[src/hdl/itoa_pkg.sv]
package itoa_pkg;

  // Decimal path: 32-bit two's complement input, ten BCD digits of magnitude
  localparam int DEC_BITS   = 32;
  localparam int DEC_DIGITS = 10;
  localparam int BCD_BITS   = DEC_DIGITS * 4;

  localparam int HEX_VALUE_WIDTH_DEF = 64;

  localparam logic [7:0] MINUS_CHAR = 8'h2D;
  localparam logic [7:0] ZERO_CHAR  = 8'h30;
  localparam logic [7:0] ALPHA_CHAR = 8'h41;
  localparam logic [3:0] DEC_RADIX  = 4'd10;

  // Map one nibble to its ASCII digit, upper-case for ten and above
  function automatic logic [7:0] digit_char(input logic [3:0] nib);
    logic [7:0] ch;
    if (nib < DEC_RADIX) begin
      ch = ZERO_CHAR + {4'd0, nib};
    end else begin
      ch = ALPHA_CHAR + {4'd0, nib - DEC_RADIX};
    end
    return ch;
  endfunction

endpackage

[src/hdl/itoa_dabble_step.sv]
module itoa_dabble_step import itoa_pkg::*; (
  input  logic [BCD_BITS-1:0] bcd_in,
  input  logic                shift_in,
  output logic [BCD_BITS-1:0] bcd_out
);

  logic [BCD_BITS-1:0] adjusted;

  // Add three to every digit of five or more, then shift in the next bit
  always_comb begin
    for (int d = 0; d < DEC_DIGITS; d++) begin
      if (bcd_in[d*4 +: 4] >= 4'd5) begin
        adjusted[d*4 +: 4] = bcd_in[d*4 +: 4] + 4'd3;
      end else begin
        adjusted[d*4 +: 4] = bcd_in[d*4 +: 4];
      end
    end
    bcd_out = {adjusted[BCD_BITS-2:0], shift_in};
  end

endmodule

[src/hdl/integer_to_ascii_formatter.sv]
// Integer to ASCII formatter.
//
// Command channel: pulse start with operation and value while busy is low;
// the beat is taken at that edge and busy rises in the next cycle. With
// operation 0 the low 32 bits are printed as a signed decimal number, with
// operation 1 the low HEX_VALUE_WIDTH bits as upper-case hex, both without
// leading zeros. Zero prints as a single '0'.
//
// Result channel: each character is on character for exactly one cycle with
// strobe high; last marks the final character of the number. The receiver
// cannot hold results off, so it must take every strobed beat.
//
// Sequence: hex runs straight to the emit phase, which steps through the nibble
// positions from the top (leading zeros are skipped silently). Decimal shifts
// the magnitude bit by bit through the shared BCD step unit (shift-add-3), then
// takes an optional sign beat, then emits the ten digit positions.
// busy falls in the cycle that carries the last character, so the next
// command can be taken at the edge that ends it.
//
// Reset clears the sequencer and strobe; any run in progress is dropped.
module integer_to_ascii_formatter import itoa_pkg::*; #(
  parameter int HEX_VALUE_WIDTH = HEX_VALUE_WIDTH_DEF
) (
  input  logic        clk,
  input  logic        rst,
  input  logic        start,
  output logic        busy,
  input  logic        operation,
  input  logic [63:0] value,
  output logic        strobe,
  output logic [7:0]  character,
  output logic        last
);

  localparam int HEX_NIBBLES = (HEX_VALUE_WIDTH + 3) / 4;
  localparam int NIBBLES     = (HEX_NIBBLES > DEC_DIGITS) ? HEX_NIBBLES : DEC_DIGITS;
  localparam int DIG_BITS    = NIBBLES * 4;
  localparam int IDX_W       = $clog2(NIBBLES);
  localparam int CNT_W       = $clog2(DEC_BITS);

  localparam logic [1:0] ST_IDLE = 2'd0;
  localparam logic [1:0] ST_CONV = 2'd1;
  localparam logic [1:0] ST_SIGN = 2'd2;
  localparam logic [1:0] ST_EMIT = 2'd3;

  logic [1:0]          state;
  logic                neg;
  logic                started;
  logic [CNT_W-1:0]    cnt;
  logic [IDX_W-1:0]    idx;
  logic [DEC_BITS-1:0] mag;
  logic [DIG_BITS-1:0] digits;

  logic [DIG_BITS-1:0] hex_load;
  logic [DIG_BITS-1:0] digits_next;
  logic [BCD_BITS-1:0] step_out;
  logic [DEC_BITS-1:0] word;
  logic [3:0]          nib;

  assign busy = (state != ST_IDLE);
  assign word = value[DEC_BITS-1:0];
  assign nib  = digits[idx*4 +: 4];

  // Hex mode: drop bits above the configured width and park the value in
  // the digit register, which the emit phase reads nibble by nibble
  always_comb begin
    hex_load = '0;
    hex_load[HEX_VALUE_WIDTH-1:0] = value[HEX_VALUE_WIDTH-1:0];
  end

  // Shared BCD step: one binary bit moves into the decimal digits per cycle
  itoa_dabble_step u_step (
    .bcd_in   (digits[BCD_BITS-1:0]),
    .shift_in (mag[DEC_BITS-1]),
    .bcd_out  (step_out)
  );

  always_comb begin
    digits_next = digits;
    digits_next[BCD_BITS-1:0] = step_out;
  end

  always_ff @(posedge clk) begin
    if (rst) begin
      state  <= ST_IDLE;
      strobe <= 1'b0;
    end else begin
      strobe <= 1'b0;
      case (state)
        ST_IDLE: begin
          if (start) begin
            started <= 1'b0;
            cnt     <= '0;
            if (operation) begin
              neg    <= 1'b0;
              digits <= hex_load;
              idx    <= IDX_W'(HEX_NIBBLES - 1);
              state  <= ST_EMIT;
            end else begin
              // Unsigned magnitude keeps the most negative value exact
              neg    <= word[DEC_BITS-1];
              mag    <= word[DEC_BITS-1] ? (~word + 1'b1) : word;
              digits <= '0;
              idx    <= IDX_W'(DEC_DIGITS - 1);
              state  <= ST_CONV;
            end
          end
        end
        ST_CONV: begin
          digits <= digits_next;
          mag    <= {mag[DEC_BITS-2:0], 1'b0};
          cnt    <= cnt + 1'b1;
          if (cnt == CNT_W'(DEC_BITS - 1)) begin
            state <= neg ? ST_SIGN : ST_EMIT;
          end
        end
        ST_SIGN: begin
          // A negative magnitude is never zero, so the sign is never last
          strobe    <= 1'b1;
          character <= MINUS_CHAR;
          last      <= 1'b0;
          state     <= ST_EMIT;
        end
        ST_EMIT: begin
          // Skip leading zeros without a beat; the units digit always goes out
          if (started || nib != 4'd0 || idx == '0) begin
            strobe    <= 1'b1;
            character <= digit_char(nib);
            last      <= (idx == '0);
            started   <= 1'b1;
          end
          if (idx == '0) begin
            state <= ST_IDLE;
          end else begin
            idx <= idx - 1'b1;
          end
        end
        default: begin
          state <= ST_IDLE;
        end
      endcase
    end
  end

  // An accepted command must take the block busy
  a_start_busy: assert property (@(posedge clk) disable iff (rst)
    (start && !busy) |=> busy)
    else $error("accepted command did not raise busy");

  // More characters follow a non-final beat, so the run must still be active
  a_midrun_busy: assert property (@(posedge clk) disable iff (rst)
    (strobe && !last) |-> busy)
    else $error("run ended before its last character");

  // The final beat is never followed at once by another beat
  a_last_gap: assert property (@(posedge clk) disable iff (rst)
    (strobe && last) |=> !strobe)
    else $error("beat directly after final character");

  // The sign beat can only come from the decimal path, right before digits
  a_sign_then_emit: assert property (@(posedge clk) disable iff (rst)
    (state == ST_SIGN) |=> (state == ST_EMIT && strobe && !last))
    else $error("sign beat out of sequence");

endmodule

[config.mk]
export PLATFORM = sky130hd
export DESIGN_NAME = integer_to_ascii_formatter
export DESIGN_NICKNAME = d
export VERILOG_FILES = /design/src/hdl/itoa_pkg.sv /design/src/hdl/itoa_dabble_step.sv /design/src/hdl/integer_to_ascii_formatter.sv
export SDC_FILE = /design/constraint.sdc
export NUM_CORES = 1
export LEC_CHECK = 0
export ABC_AREA = 1
export BUFFER_PORTS_ARGS = -buffer_cell sky130_fd_sc_hd__buf_2
export CAP_MARGIN = 15
export CORE_UTILIZATION = 42
export CTS_BUF_LIST = sky130_fd_sc_hd__clkbuf_4 sky130_fd_sc_hd__clkbuf_8 sky130_fd_sc_hd__clkbuf_16
export DETAILED_ROUTE_END_ITERATION = 8
export GPL_TIMING_DRIVEN = 0
export HOLD_SLACK_MARGIN = 0.05
export PLACE_DENSITY = 0.71
export SYNTH_ARGS = -nofsm -noshare
export SYNTH_HDL_FRONTEND = slang
export SYNTH_SLANG_ARGS = --single-unit
[constraint.sdc]
create_clock -name clk -period 5.8 [get_ports clk]
set_clock_uncertainty 0.2 [all_clocks]
set_input_delay 0.58 -clock clk [delete_from_list [all_inputs] [get_ports clk]]
set_output_delay 0.58 -clock clk [all_outputs]
set_load 0.01 [all_outputs]
## Word level (Yosys, flattened, before mapping)

Cells that the tools add are included.

- RAM bits: 0
- Output and inout bits: 11
- Memories kept: 0
- Word-level logic and storage cells: 108
- Register bits after elaboration: 119
- Memory bits (read-only): 0
- Latch bits: 0

- Muxes and demuxes: 39
- Multiply operators: 0
- Equal/unequal tests: 10
- Bitwise gates (word level): 3
- Shift-type cells: 1
- Add/sub/neg operators: 16
- Reductions and logical operators: 17
- Order comparisons: 11
- Div/mod/pow operators: 0

Operators by type and width:

| operator | count |
|---|---|
| 2-to-1 mux 64 bit | 2 |
| case mux 64 bit (2 select lines) | 1 |
| 2-to-1 mux 32 bit | 3 |
| case mux 32 bit (2 select lines) | 1 |
| variable part select 64 x 7 -> 4 bit | 1 |
| 2-to-1 mux 4 bit | 11 |
| greater-or-equal comparator 4 x 3 -> 1 bit, second input constant | 10 |
| adder 4 x 2 -> 4 bit, second input constant | 9 |
| adder 32 x 1 -> 32 bit, second input constant | 1 |
| NOT 32 bit | 1 |
| 2-to-1 mux 8 bit | 2 |
| case mux 8 bit (2 select lines) | 1 |
| AND reduction 4 bit | 4 |
| inequality test 2 bit, second input constant | 6 |
| AND reduction 3 bit | 4 |
| case mux 5 bit (2 select lines) | 1 |
| adder 7 x 4 -> 8 bit, first input constant | 1 |
| 2-to-1 mux 2 bit | 4 |
| case mux 2 bit (4 select lines) | 1 |
| case mux 4 bit (2 select lines) | 1 |
| nonzero test 2 bit | 4 |
| adder 6 x 4 -> 7 bit, first input constant | 1 |
| 2-to-1 mux 3 bit | 2 |
| case mux 1 bit (2 select lines) | 3 |
| other kinds (15) | 22 |

## Depth between registers and ports, before layout

Gate-level depths: netlist (run 1).

- Word-level depth: 6
- Mapped depth: 14
- Depth with buffers taken out: 14

## Modules after synthesis

Synthesis (run 1) repeated with hierarchy kept, for this count alone.

- Cell total of the unflattened synthesis: 1035
- Area total of the unflattened synthesis: 7922.6 µm²

Modules (own cells, without submodules):

| module | cells an instance | instances | area each (µm²) |
|---|---|---|---|
| integer_to_ascii_formatter | 821 | 1 | 6756.5 |
| itoa_dabble_step | 214 | 1 | 1166.1 |

## Worst setup path before layout (run 1)

Ideal clock, no wire load.

- Path type: flip-flop to flip-flop
- Start: register state[1]
- End: register mag[0], enable pin
- Data arrival time: 3.508 ns
- Clock period less this slack: 4.176 ns
- Stages on the path, launching flop included: 7
- Setup slack: 1.624 ns
- Cells stage by stage: dfxtp_1 > inv_1 > ha_1 > clkbuf_1 > clkbuf_1 > nor2_1 > nor3b_1

- Word-level cells in the longest chain between the ends: 3
- Elaborated cells between the ends (all ways): 6
- Those cells by class: 3 x eq/ne; 3 x reduce/logical

Ends and longest elaborated chain:

| what | RTL line | source |
|---|---|---|
| from (decl) | integer_to_ascii_formatter.sv:46 | `logic [1:0] state;` |
| from (signal assigned) | integer_to_ascii_formatter.sv:114 | `state <= neg ? ST_SIGN : ST_EMIT;` |
| logical NOT 2 bit or == test 2 x 1 -> 1 bit (tied branches) | integer_to_ascii_formatter.sv:89 | `case (state)` |
| inequality test 2 bit (no source line) or nonzero test 2 bit (tied branches) | -- |  |
| AND reduction 4 bit (no source line) (*) | -- |  |
| to (signal assigned) | integer_to_ascii_formatter.sv:102 | `mag <= word[DEC_BITS-1] ? (~word + 1'b1) : word;` |
| to (signal assigned) | integer_to_ascii_formatter.sv:111 | `mag <= {mag[DEC_BITS-2:0], 1'b0};` |
| to (decl) | integer_to_ascii_formatter.sv:51 | `logic [DEC_BITS-1:0] mag;` |

Mark *: on every way between the ends. The rest lies on a longest branch, timed or not.
A chain may end at the register's enable or synchronous reset.

## Final worst setup path (run 1)

- Start: register state[1]
- End: register digits[17], enable pin

- Word-level cells in the longest chain between the ends: 3
- Elaborated cells between the ends (all ways): 5
- Those cells by class: 2 x eq/ne; 3 x reduce/logical

Ends and longest elaborated chain:

| what | RTL line | source |
|---|---|---|
| == test 2 x 1 -> 1 bit or logical NOT 2 bit (tied branches) | integer_to_ascii_formatter.sv:89 |  |
| nonzero test 2 bit (no source line) or inequality test 2 bit (tied branches) | -- |  |
| AND reduction 3 bit (no source line) (*) | -- |  |
| to (signal assigned) | integer_to_ascii_formatter.sv:96 | `digits <= hex_load;` |
| to (signal assigned) | integer_to_ascii_formatter.sv:110 | `digits <= digits_next;` |
| to (decl) | integer_to_ascii_formatter.sv:52 | `logic [DIG_BITS-1:0] digits;` |

Marks and branches as above.

==> metrics.md, run 1 <==
| Metric | Value |
|---|---|
| Final-report hold violation count | `0` |
| Placed cells | `1261` |
| Pins Over Slew Limit | `0` |
| Post-synthesis adder-cell area fraction | `0.0517` |
| Startpoint Class | `register` |
| Pwr dens | `425 nW/µm²` |
| Width of the die | `136 µm` |
| CTS clock-pin slew for the worst setup and hold paths | `approximately 60 ps` |
| Clock sinks | `about 120` |
| DRC violations left | `0` |
| H-tree depth | `4` |
| Synth area leader | `edfxtp_1` |
| Vias per std cell | `5.40` |
| Largest cells by area after synthesis | `edfxtp_1 46%, nand2_1 11%, nand3_1 6.1%, nor2_1 6.0%, o21ai_0 5.7%` |
| Post-synthesis register bit count | `118` |
| IO Pins | `79` |
| Non-filler cells, final | `1293` |
| First-pass detailed-route iteration total | `5` |
| Hpwl dp | `15000 µm` |
| Total number of vias | `6984` |
| Total power | `0.00377 W` |
| First DRT Iteration DRCs | `between 700 and 800` |
| CTS Buf Count | `17` |
| Fin crit share | `0.552` |
| Root Driver | `clkbuf_16` |
| Status | `finished clean` |
| Post-CTS Setup Bufs | `0` |
| Post_cts resized | `0` |
| Antenna Violating Nets Remaining | `0` |
| Gr usage total | `0.235` |
| GRT Residual Overflow | `0` |
| Layout cell share with drive strength beyond 1 | `0.143` |
| Final Wtd Congestion | `0.875` |
| Simple-gate area share of the yosys netlist | `0.268` |
| Syn avg cell area | `7.85 µm²` |
| Largest net degree at the start of global routing | `31` |
| Crit path max fanout | `30` |
| Fraction of the yosys area taken by sequential cells | `0.468` |
| Syn nets | `1054` |
| Hold Path Cell Cnt | `2` |
| CP required | `5720 ps` |
| Actual slew at the worst max-slew pin | `806 ps` |
| Synthesized instance count | `between 900 and 1000` |
| Starting Density | `0.432` |
| Synth top area share | `0.460` |
| Worst r2r path cells | `7` |
| Crit path capture type | `register` |
| Synth cell types | `34` |
| # hold bufs at CTS | `0` |
| Row count | `48` |
| Cell Area, Synth | `7500 µm²` |
| Area added between synthesis and finish | `18.3%` |
| Synth warnings | `0` |
| Wirelength, routed | `20900 µm` |
| Nets@finish | `1154` |
| Unrepaired setup endpoints after global routing | `false` |
| XOR/XNOR Fraction of Synth Area | `0.0152` |
| Post-synthesis mux area share | `0` |
| Number of antenna violations at the first check in global routing | `0` |
| Fmax | `0.312 GHz` |
| Die area | `about 18000 µm²` |
| WS Path Type | `register to register` |
| Final setup violation count | `0` |
| Setup_tns | `0 ps` |
| N_diodes | `0` |
| Util after Layout | `0.511` |
| Wirelength per Cell | `roughly 16 µm` |
| CTS tree | `yes` |
| Clock period minus worst slack | `~3200 ps` |
| Port Buffers | `75` |
| Hold crit path type | `primary input to register` |
| Worst VDD drop | `247 µV` |
| Largest family of logic cells by synthesized area | `simple AND/OR/NAND/NOR gates` |
| Crit path DAT | `3120 ps` |
| Vias in the first global route | `6360` |
| Lkg Pwr | `3.94 nW` |
| Core footprint | `17400 µm²` |
| Compound-Gate Fraction of Synth Area | `0.117` |
| Relative slew margins | `0.463` |
| Clock Tree Buf Depth | `2` |
| Die height | `136 µm` |
| Clk_lat worst skew | `430 ps` |
| Max Cap Violations | `0` |
| First-pass GRT wire length | `32400 µm` |
## sequential cells by signal, indices dropped and copies added, names as in the netlist
register / flops
character: 7
cnt: 5
digits: 64
idx: 4
last: 1
mag: 32
neg: 1
started: 1
state: 2
strobe: 1
## critical path, cell delays in order (launching register included)
cell and delay [ps]:
dfxtp_1 330, inv_1 100, ha_1 160, clkbuf_1 400
clkbuf_1 630, nor2_1 240, nor2_4 510, buf_12 280
## cell type report
class,count,area (µm²)
fill,1664,8490
sequential,118,3510
timing repair buffer,81,455
buffer,38,168
clock buffer,25,523
multi-input combinational,685,3410
clock inverter,7,92.6
tap,225,282
inverter,114,428
## cells in the final DEF (no fill, tap or decap), drive strengths merged, types with 8 or more instances in the layout
master and count:
edfxtp 115, o22ai 8, xor2 13, or2 12, inv 114, ha 31, buf 102, nand2 230
nor2 122, o21ai 92, nand3 92, a21oi 46, nand4 10, clkbuf 42
## stage by stage
| stage | setup WS [ps] | hold WS [ps] | cell area (µm²) |
|---|---|---|---|
| 3_5_place_dp | 2620 | 305 | 8250 |
| 2_1_floorplan | 1620 | 276 | 7500 |
| 5_1_grt | 2320 | 188 | 8870 |
| 4_1_cts | 2590 | 178 | 8870 |
| 3_3_place_gp | -411 | 300 | 8160 |
| 6_report | 2600 | 181 | 8870 |
## cells by family after synthesis
logic type / after synthesis
adder cells (fa/ha/maj): 31
AO/OA/AOI/OAI: 164
buffers and inverters: 152
flip-flops: 118
other: 1
AND/OR/NAND/NOR: 476
XOR/XNOR: 13
## power breakdown
group / switching, W / internal (W) / total, W
clock: 0.000383 / 0.000708 / 0.00109
sequential: 0.000135 / 0.00126 / 0.00139
combinational: 0.000871 / 0.000418 / 0.00129
## final timing paths
check	from	endpoint	slack, ps
setup / recovery	state[1]$_SDFFE_PP0P_	digits[17]$_DFFE_PP_	2600
hold / removal	rst	state[0]$_SDFFE_PP0P_	180
setup reg to reg	state[1]$_SDFFE_PP0P_	digits[17]$_DFFE_PP_	2600
hold reg to reg	mag[25]$_DFFE_PP_	mag[26]$_DFFE_PP_	320
## layer usage
metal  share of wire  vias to the layer above  track usage
li1                -                     3390            -
met1            0.44                     3222        0.319
met3           0.089                       29       0.0441
met2            0.45                      343        0.372
met4           0.019                        0       0.0893
met5               0                        -            0
## cell usage after synthesis (all sizes together)
| cell type | count |
|---|---|
| nand2 | 230 |
| nor2 | 122 |
| edfxtp | 115 |
| inv | 114 |
| nand3 | 92 |
| o21ai | 92 |
| a21oi | 46 |
| ha | 31 |
| buf | 21 |
| clkbuf | 17 |
| xor2 | 13 |
| or2 | 12 |
| nand4 | 10 |
| o22ai | 8 |
| nor3 | 6 |
| o31ai | 6 |
| a31oi | 5 |
| dfxtp | 3 |
| nand3b | 2 |
| nor3b | 2 |
| o211ai | 2 |
| o32ai | 2 |
| a21boi | 1 |
| a22o | 1 |
| a32o | 1 |
| conb | 1 |
Power figures use the tool's default switching activity.
==> inputs of run 2 (changes only) <==
--- a/config.mk
+++ b/config.mk
@@ -13,7 +13,7 @@
 export DETAILED_ROUTE_END_ITERATION = 8
 export GPL_TIMING_DRIVEN = 0
 export HOLD_SLACK_MARGIN = 0.05
-export PLACE_DENSITY = 0.71
+export PLACE_DENSITY = 0.74
 export SYNTH_ARGS = -nofsm -noshare
 export SYNTH_HDL_FRONTEND = slang
 export SYNTH_SLANG_ARGS = --single-unit
==> constraint.sdc (replaced) <==
create_clock -name clk -period 2.9 [get_ports clk]
set_clock_uncertainty 0.2 [all_clocks]
set_input_delay 0.29 -clock clk [delete_from_list [all_inputs] [get_ports clk]]
set_output_delay 0.29 -clock clk [all_outputs]
set_load 0.01 [all_outputs]
==> run 2 against run 1 <==
Effect of this change:
- sequential power up 100%
- worst setup slack worse by 2400 ps
- sequential cell count unchanged
- critical path type unchanged
- critical endpoint is now digits[32]$_DFFE_PP_
==> metrics.md, run 2 (synthesis results as in run 1) <==
| Metric | Value |
|---|---|
| Actual slew at the worst max-slew pin | `826 ps (+20.2 ps)` |
| CTS tree | `yes` |
| Fin crit share | `0.938 (+0.386)` |
| Row count | `48 (unchanged)` |
| Vias in the first global route | `6628 (+4.2%)` |
| Fmax | `0.367 GHz (+18%)` |
| Core footprint | `17400 µm² (unchanged)` |
| Placed cells | `1259 (-0.16%)` |
| Wirelength, routed | `21600 µm (+3.5%)` |
| Relative slew margins | `0.449 (-0.0135)` |
| Pwr dens | `811 nW/µm² (+91%)` |
| Clock Tree Buf Depth | `2 (unchanged)` |
| Most common cell after layout, fill and taps aside | `nand2_1` |
| Final Wtd Congestion | `0.857 (-2.0%)` |
| Largest net degree at the start of global routing | `35 (+13%)` |
| Max Used Layer | `met4` |
| CTS clock-pin slew for the worst setup and hold paths | `60 ps (about the same)` |
| Final setup violation count | `0 (unchanged)` |
| Crit path max fanout | `34 (+13%)` |
| Lkg Pwr | `4.10 nW (+4.3%)` |
| Pre-CTS WS | `-201 ps (-2820 ps)` |
| Total number of vias | `7218 (+3.4%)` |
| Nets@finish | `1195 (+3.6%)` |
| GRT Residual Overflow | `0 (unchanged)` |
| First-pass GRT wire length | `33400 µm (+3.3%)` |
| Largest Register | `digits` |
| Width of the die | `136 µm (unchanged)` |
| Area added between synthesis and finish | `23.7%` |
| Max Cap Violations | `0 (unchanged)` |
| N_diodes | `0 (unchanged)` |
| Layout cell share with drive strength beyond 1 | `0.142 (-0.000788)` |
| Clk_lat worst skew | `430 ps (about the same)` |
| DRC violations left | `0 (unchanged)` |
| Routed length on met1 | `9260 µm (+0.58%)` |
| Wirelength per Cell | `16.2 µm (+0.31%)` |
| Die height | `136 µm (unchanged)` |
| Largest regs | `digits (64), mag (32), character (7)` |
| Non-filler cells, final | `1334 (+3.2%)` |
| Most frequent cells in the layout | `226 x nand2_1, 117 x nor2_1, 115 x edfxtp_1` |
| Port Buffers | `75 (unchanged)` |
| Starting Density | `0.432 (unchanged)` |
| Startpoint Class | `register` |
| Min Hold Slack | `41.3 ps (-140 ps)` |
| WS Path Type | `register to register` |
| Crit path DAT | `2640 ps (-480 ps)` |
| Vias per std cell | `5.41 (+0.17%)` |
| IO Pins | `79 (unchanged)` |
| CP required | `2810 ps (-2910 ps)` |
| First-pass detailed-route iteration total | `6 (+1)` |
| Final-report hold violation count | `0 (unchanged)` |
| Setup ws final | `179 ps (-2420 ps)` |
| Clock sinks | `118 (unchanged)` |
| H-tree depth | `4 (unchanged)` |
| Gr usage total | `0.243 (+0.00786)` |
| Finished Cell Area | `9280 µm² (+4.6%)` |
| First DRT Iteration DRCs | `601 (-20%)` |
| Hold crit path type | `primary input to register` |
| Number of antenna violations at the first check in global routing | `0 (unchanged)` |
| Met3 wire length | `1910 µm (+2.7%)` |
| Pins Over Slew Limit | `0 (unchanged)` |
| Worst VDD drop | `493 µV (+99%)` |
| Max reg flops | `64 (unchanged)` |
| Unrepaired setup endpoints after global routing | `false` |
| Hpwl dp | `15000 µm (-0.45%)` |
| Die area | `18400 µm² (unchanged)` |
| Antenna Violating Nets Remaining | `0 (unchanged)` |
| Root Driver | `clkbuf_16` |
| Clock period minus worst slack | `2720 ps (-480 ps)` |
| CTS Buf Count | `17 (unchanged)` |
| Crit path capture type | `register` |
| DR WL met2 | `10000 µm (+6.3%)` |
| Status | `finished clean` |
| Placed cell areas | `8260 µm² (+0.12%)` |
-- run 2: changes by cell type in the layout (fill, tap and decap cells not counted), sizes merged --
cell / previous run / this run
dlygate4sd3: 0 / 38
clkbuf: 42 / 37
buf: 102 / 106
clkinv: 2 / 6
-- run 2: stage by stage --
step / setup TNS, ps / power (W) / util
after floorplan: 0 / 0.00451 / -
after global placement: -53940 / 0.00522 / 0.471
after detailed placement: -10520 / 0.00537 / 0.476
after CTS: 0 / 0.00748 / 0.531
after global routing: 0 / 0.00797 / 0.535
final: 0 / 0.00753 / 0.535
-- run 2: what timing repair did --
action | in CTS | in global routing
buffers inserted | 0 | 6
hold endpoints to repair | 40 | 0
gates resized for setup | 2 | 6
gates cloned | 0 | 0
hold buffers | 38 | 0
pin swaps | 0 | 2
setup endpoints to repair | 60 | 42
-- run 2: per-layer routing --
layer,vias to the layer above,GRT usage
li1,3482,-
met1,3350,0.321
met3,40,0.0520
met5,-,0
met4,0,0.0955
met2,346,0.388
-- run 2: area by class of cell --
| cell class | instances | area, µm² |
|---|---|---|
| Fill cell | 1597 | 8080 |
| Clock inverter | 11 | 109 |
| Sequential cell | 118 | 3510 |
| Timing Repair Buffer | 123 | 878 |
| Multi-Input combinational cell | 685 | 3440 |
| Clock buffer | 21 | 455 |
| Inverter | 114 | 430 |
| Tap cell | 225 | 282 |
| Buffer | 37 | 169 |
-- run 2: worst max-delay path: stages (launching register included) --
cell and delay, ps:
dfxtp_1 340, inv_1 110, ha_1 440, clkbuf_2 420
nor2_1 190, nor2_4 390, buf_12 270
-- run 2: power breakdown --
| group | leakage [nW] | total, W | internal (W) | switching (W) |
|---|---|---|---|---|
| registers | 1.10 | 0.00280 | 0.00252 | 0.000278 |
| clock network | 0.273 | 0.00205 | 0.00128 | 0.000771 |
| logic | 2.73 | 0.00268 | 0.000899 | 0.00178 |
| total | 4.10 | 0.00753 | 0.00470 | 0.00283 |
-- run 2: worst paths after layout --
path	from	slack, ps	end	cells after the start
max	state[1]$_SDFFE_PP0P_	180	digits[32]$_DFFE_PP_	6
min reg2reg	mag[15]$_DFFE_PP_	310	mag[16]$_DFFE_PP_	2
min	value[32]	40	digits[32]$_DFFE_PP_	3
max reg2reg	state[1]$_SDFFE_PP0P_	180	digits[32]$_DFFE_PP_	6
==> inputs of run 3 (changes only) <==
==> constraint.sdc (replaced) <==
create_clock -name clk -period 2.18 [get_ports clk]
set_clock_uncertainty 0.2 [all_clocks]
set_input_delay 0.218 -clock clk [delete_from_list [all_inputs] [get_ports clk]]
set_output_delay 0.218 -clock clk [all_outputs]
set_load 0.01 [all_outputs]
==> run 3 against run 2 <==
Effect of this change:
- the flow now finishes with violations (setup timing)
- wire length is 8.6% higher
- sequential power rose by 34%
- critical path depth is 7 higher
- clock-buffer cell count decreased by 4
- largest cell class is now multi-input gates
- sequential cell count did not move
- core utilization up 4.3 points
- first-iteration DRC count up 51%
- worst setup slack worse by 730 ps
- global-route usage is 1.6 points higher
- combinational power is 56% higher
==> metrics.md, run 3 (synthesis results as in run 1) <==
| Metric | Value |
|---|---|
| Relative slew margins | `0.504 (+0.0552)` |
| Total power | `0.0106 W (+41%)` |
| Number of antenna violations at the first check in global routing | `0 (unchanged)` |
| Gr usage total | `0.259 (+0.0159)` |
| Min Hold Slack | `77.9 ps (+36.6 ps)` |
| R2R Setup Slk | `-550 ps (-730 ps)` |
| Finished Cell Area | `10000 µm² (+8.0%)` |
| Vias in the first global route | `7107 (+7.2%)` |
| Final-report hold violation count | `0 (unchanged)` |
| Fmax | `0.366 GHz (-0.31%)` |
| First-pass detailed-route iteration total | `6 (unchanged)` |
| Util after Layout | `0.578 (+0.0430)` |
| Antenna Violating Nets Remaining | `0 (unchanged)` |
| Wirelength per Cell | `17.0 µm (+4.9%)` |
| Max reg flops | `64 (unchanged)` |
| Crit path max fanout | `10 (-71%)` |
| Die area | `18400 µm² (unchanged)` |
| Wirelength, routed | `23500 µm (+8.6%)` |
| CTS tree | `yes` |
| Filler cell count | `1489 (-6.8%)` |
| Final Wtd Congestion | `0.841 (-1.9%)` |
| Unrepaired setup endpoints after global routing | `true` |
| WS Path Type | `register to register` |
| Vias per std cell | `5.44 (+0.60%)` |
| Area added between synthesis and finish | `33.7%` |
| Row count | `48 (unchanged)` |
| Hold worst-path end | `digits[2]$_DFFE_PP_` |
| Width of the die | `136 µm (unchanged)` |
| Largest net degree at the start of global routing | `31 (-11%)` |
| H-tree depth | `4 (unchanged)` |
| First-pass GRT wire length | `35600 µm (+6.6%)` |
| Pwr dens | `1060 nW/µm² (+30%)` |
| Reg2reg end | `character[6]$_SDFFCE_PN0P_` |
| Pre-CTS WS | `-536 ps (-335 ps)` |
| First DRT Iteration DRCs | `905 (+51%)` |
| Startpoint Class | `register` |
| GRT Residual Overflow | `0 (unchanged)` |
| Nets@finish | `1242 (+3.9%)` |
| Most frequent cells in the layout | `216 x nand2_1, 115 x edfxtp_1, 107 x nor2_1` |
| Worst VDD drop | `665 µV (+35%)` |
| Largest Register | `digits` |
| Hold crit path type | `primary input to register` |
| Largest regs | `digits (64), mag (32), character (7)` |
| Actual slew at the worst max-slew pin | `743 ps (-82.8 ps)` |
| RR Startpoint | `idx[0]$_SDFFCE_PN1P_` |
| Worst r2r path cells | `13 (+7)` |
| Total number of vias | `7517 (+4.1%)` |
| Status | `finished, violations left` |
| Failing checks | `setup timing` |
| CP required | `2080 ps (-730 ps)` |
| Pins Over Slew Limit | `0 (unchanged)` |
| Lkg Pwr | `4.39 nW (+6.9%)` |
| N_diodes | `0 (unchanged)` |
| Layout cell share with drive strength beyond 1 | `0.197 (+0.0548)` |
| Root Driver | `clkbuf_16` |
| Reg area | `3520 µm² (about the same)` |
| Max Cap Violations | `0 (unchanged)` |
| Hpwl dp | `15100 µm (+1.1%)` |
| Port Buffers | `75 (unchanged)` |
| Fin crit share | `1.25 (+0.314)` |
| Clock period minus worst slack | `2730 ps (+8.34 ps)` |
| DRC violations left | `0 (unchanged)` |
| Final setup violation count | `22 (+22)` |
| IO Pins | `79 (unchanged)` |
| Die height | `136 µm (unchanged)` |
| Clk_lat worst skew | `430 ps (about the same)` |
| Setup ws final | `-549 ps (-728 ps)` |
| HP Start | `value[2]` |
| CTS clock-pin slew for the worst setup and hold paths | `50 ps (about the same)` |
| Clock sinks | `118 (unchanged)` |
| Area taken by multi-input logic gates | `3680 µm² (+7.0%)` |
| Placed cell areas | `8320 µm² (+0.70%)` |
| Starting Density | `0.432 (unchanged)` |
| Crit path DAT | `2630 ps (about the same)` |
| CTS Buf Count | `17 (unchanged)` |
| Core footprint | `17400 µm² (unchanged)` |
| Clock Tree Buf Depth | `2 (unchanged)` |
| Crit path capture type | `register` |
| Hold Path Cell Cnt | `3 (unchanged)` |
| Most common cell after layout, fill and taps aside | `nand2_1` |
-- run 3: metal layers --
layer  up-vias  global-route usage  share of wire
li1       3574                   -              -
met1      3463               0.321           0.41
met2       418               0.428           0.47
met3        62              0.0587          0.089
met4         0               0.119          0.030
met5         -                   0              0
-- run 3: cell type report --
cell class,instances,area share
inverters,114,0.0434
flip-flops and latches,118,0.351
multi-input cells,686,0.367
repair buffers,168,0.131
clock buffers,17,0.0424
well taps,225,0.0281
plain buffers,38,0.0247
clock inverters,15,0.0119
-- run 3: worst max-delay path by stage --
stage / from / endpoint / slack (ps)
global route: idx[0]$_SDFFCE_PN1P_ / character[3]$_SDFFCE_PN1P_ / -640
global placement: state[1]$_SDFFE_PP0P_ / mag[4]$_DFFE_PP_ / -730
CTS: idx[0]$_SDFFCE_PN1P_ / character[3]$_SDFFCE_PN1P_ / -400
floorplan: state[0]$_SDFFE_PP0P_ / mag[0]$_SDFFCE_PP0P_ / -150
finish: idx[0]$_SDFFCE_PN1P_ / character[6]$_SDFFCE_PN0P_ / -550
detailed placement: idx[0]$_SDFFCE_PN1P_ / last$_DFFE_PP_ / -540
-- run 3: critical path, cell delays in order, from the launching register on --
cell      delay [ps]
edfxtp_1         510
buf_4            260
nor2_1            70
nor2_1           140
o21ai_0          160
nand3_1          120
nand2_1           70
nand2_2          100
inv_2             60
ha_4             160
nor3b_4          140
nand2_2           80
nor2_4            50
a21oi_4          280
-- run 3: repair_timing --
action | in CTS | in global routing
hold buffers | 63 | 0
gates resized for setup | 34 | 41
pin swaps | 8 | 21
gates cloned | 3 | 1
hold endpoints to repair | 82 | 0
buffers inserted | 14 | 11
setup endpoints to repair | 143 | 65
-- run 3: through the flow --
stage                     setup TNS [ps]  cells
after CTS                          -4850   1369
after floorplan                    -6050    955
after global routing               -9850   1381
after global placement            -52700   1255
after detailed placement          -23220   1257
final                              -7940   1381
-- run 3: power by group --
group / internal (W) / total [W] / switching (W)
Sequential: 0.00335 / 0.00375 / 0.000395
Combinational: 0.00155 / 0.00419 / 0.00263
Clock: 0.00163 / 0.00264 / 0.00101
Total: 0.00654 / 0.0106 / 0.00404
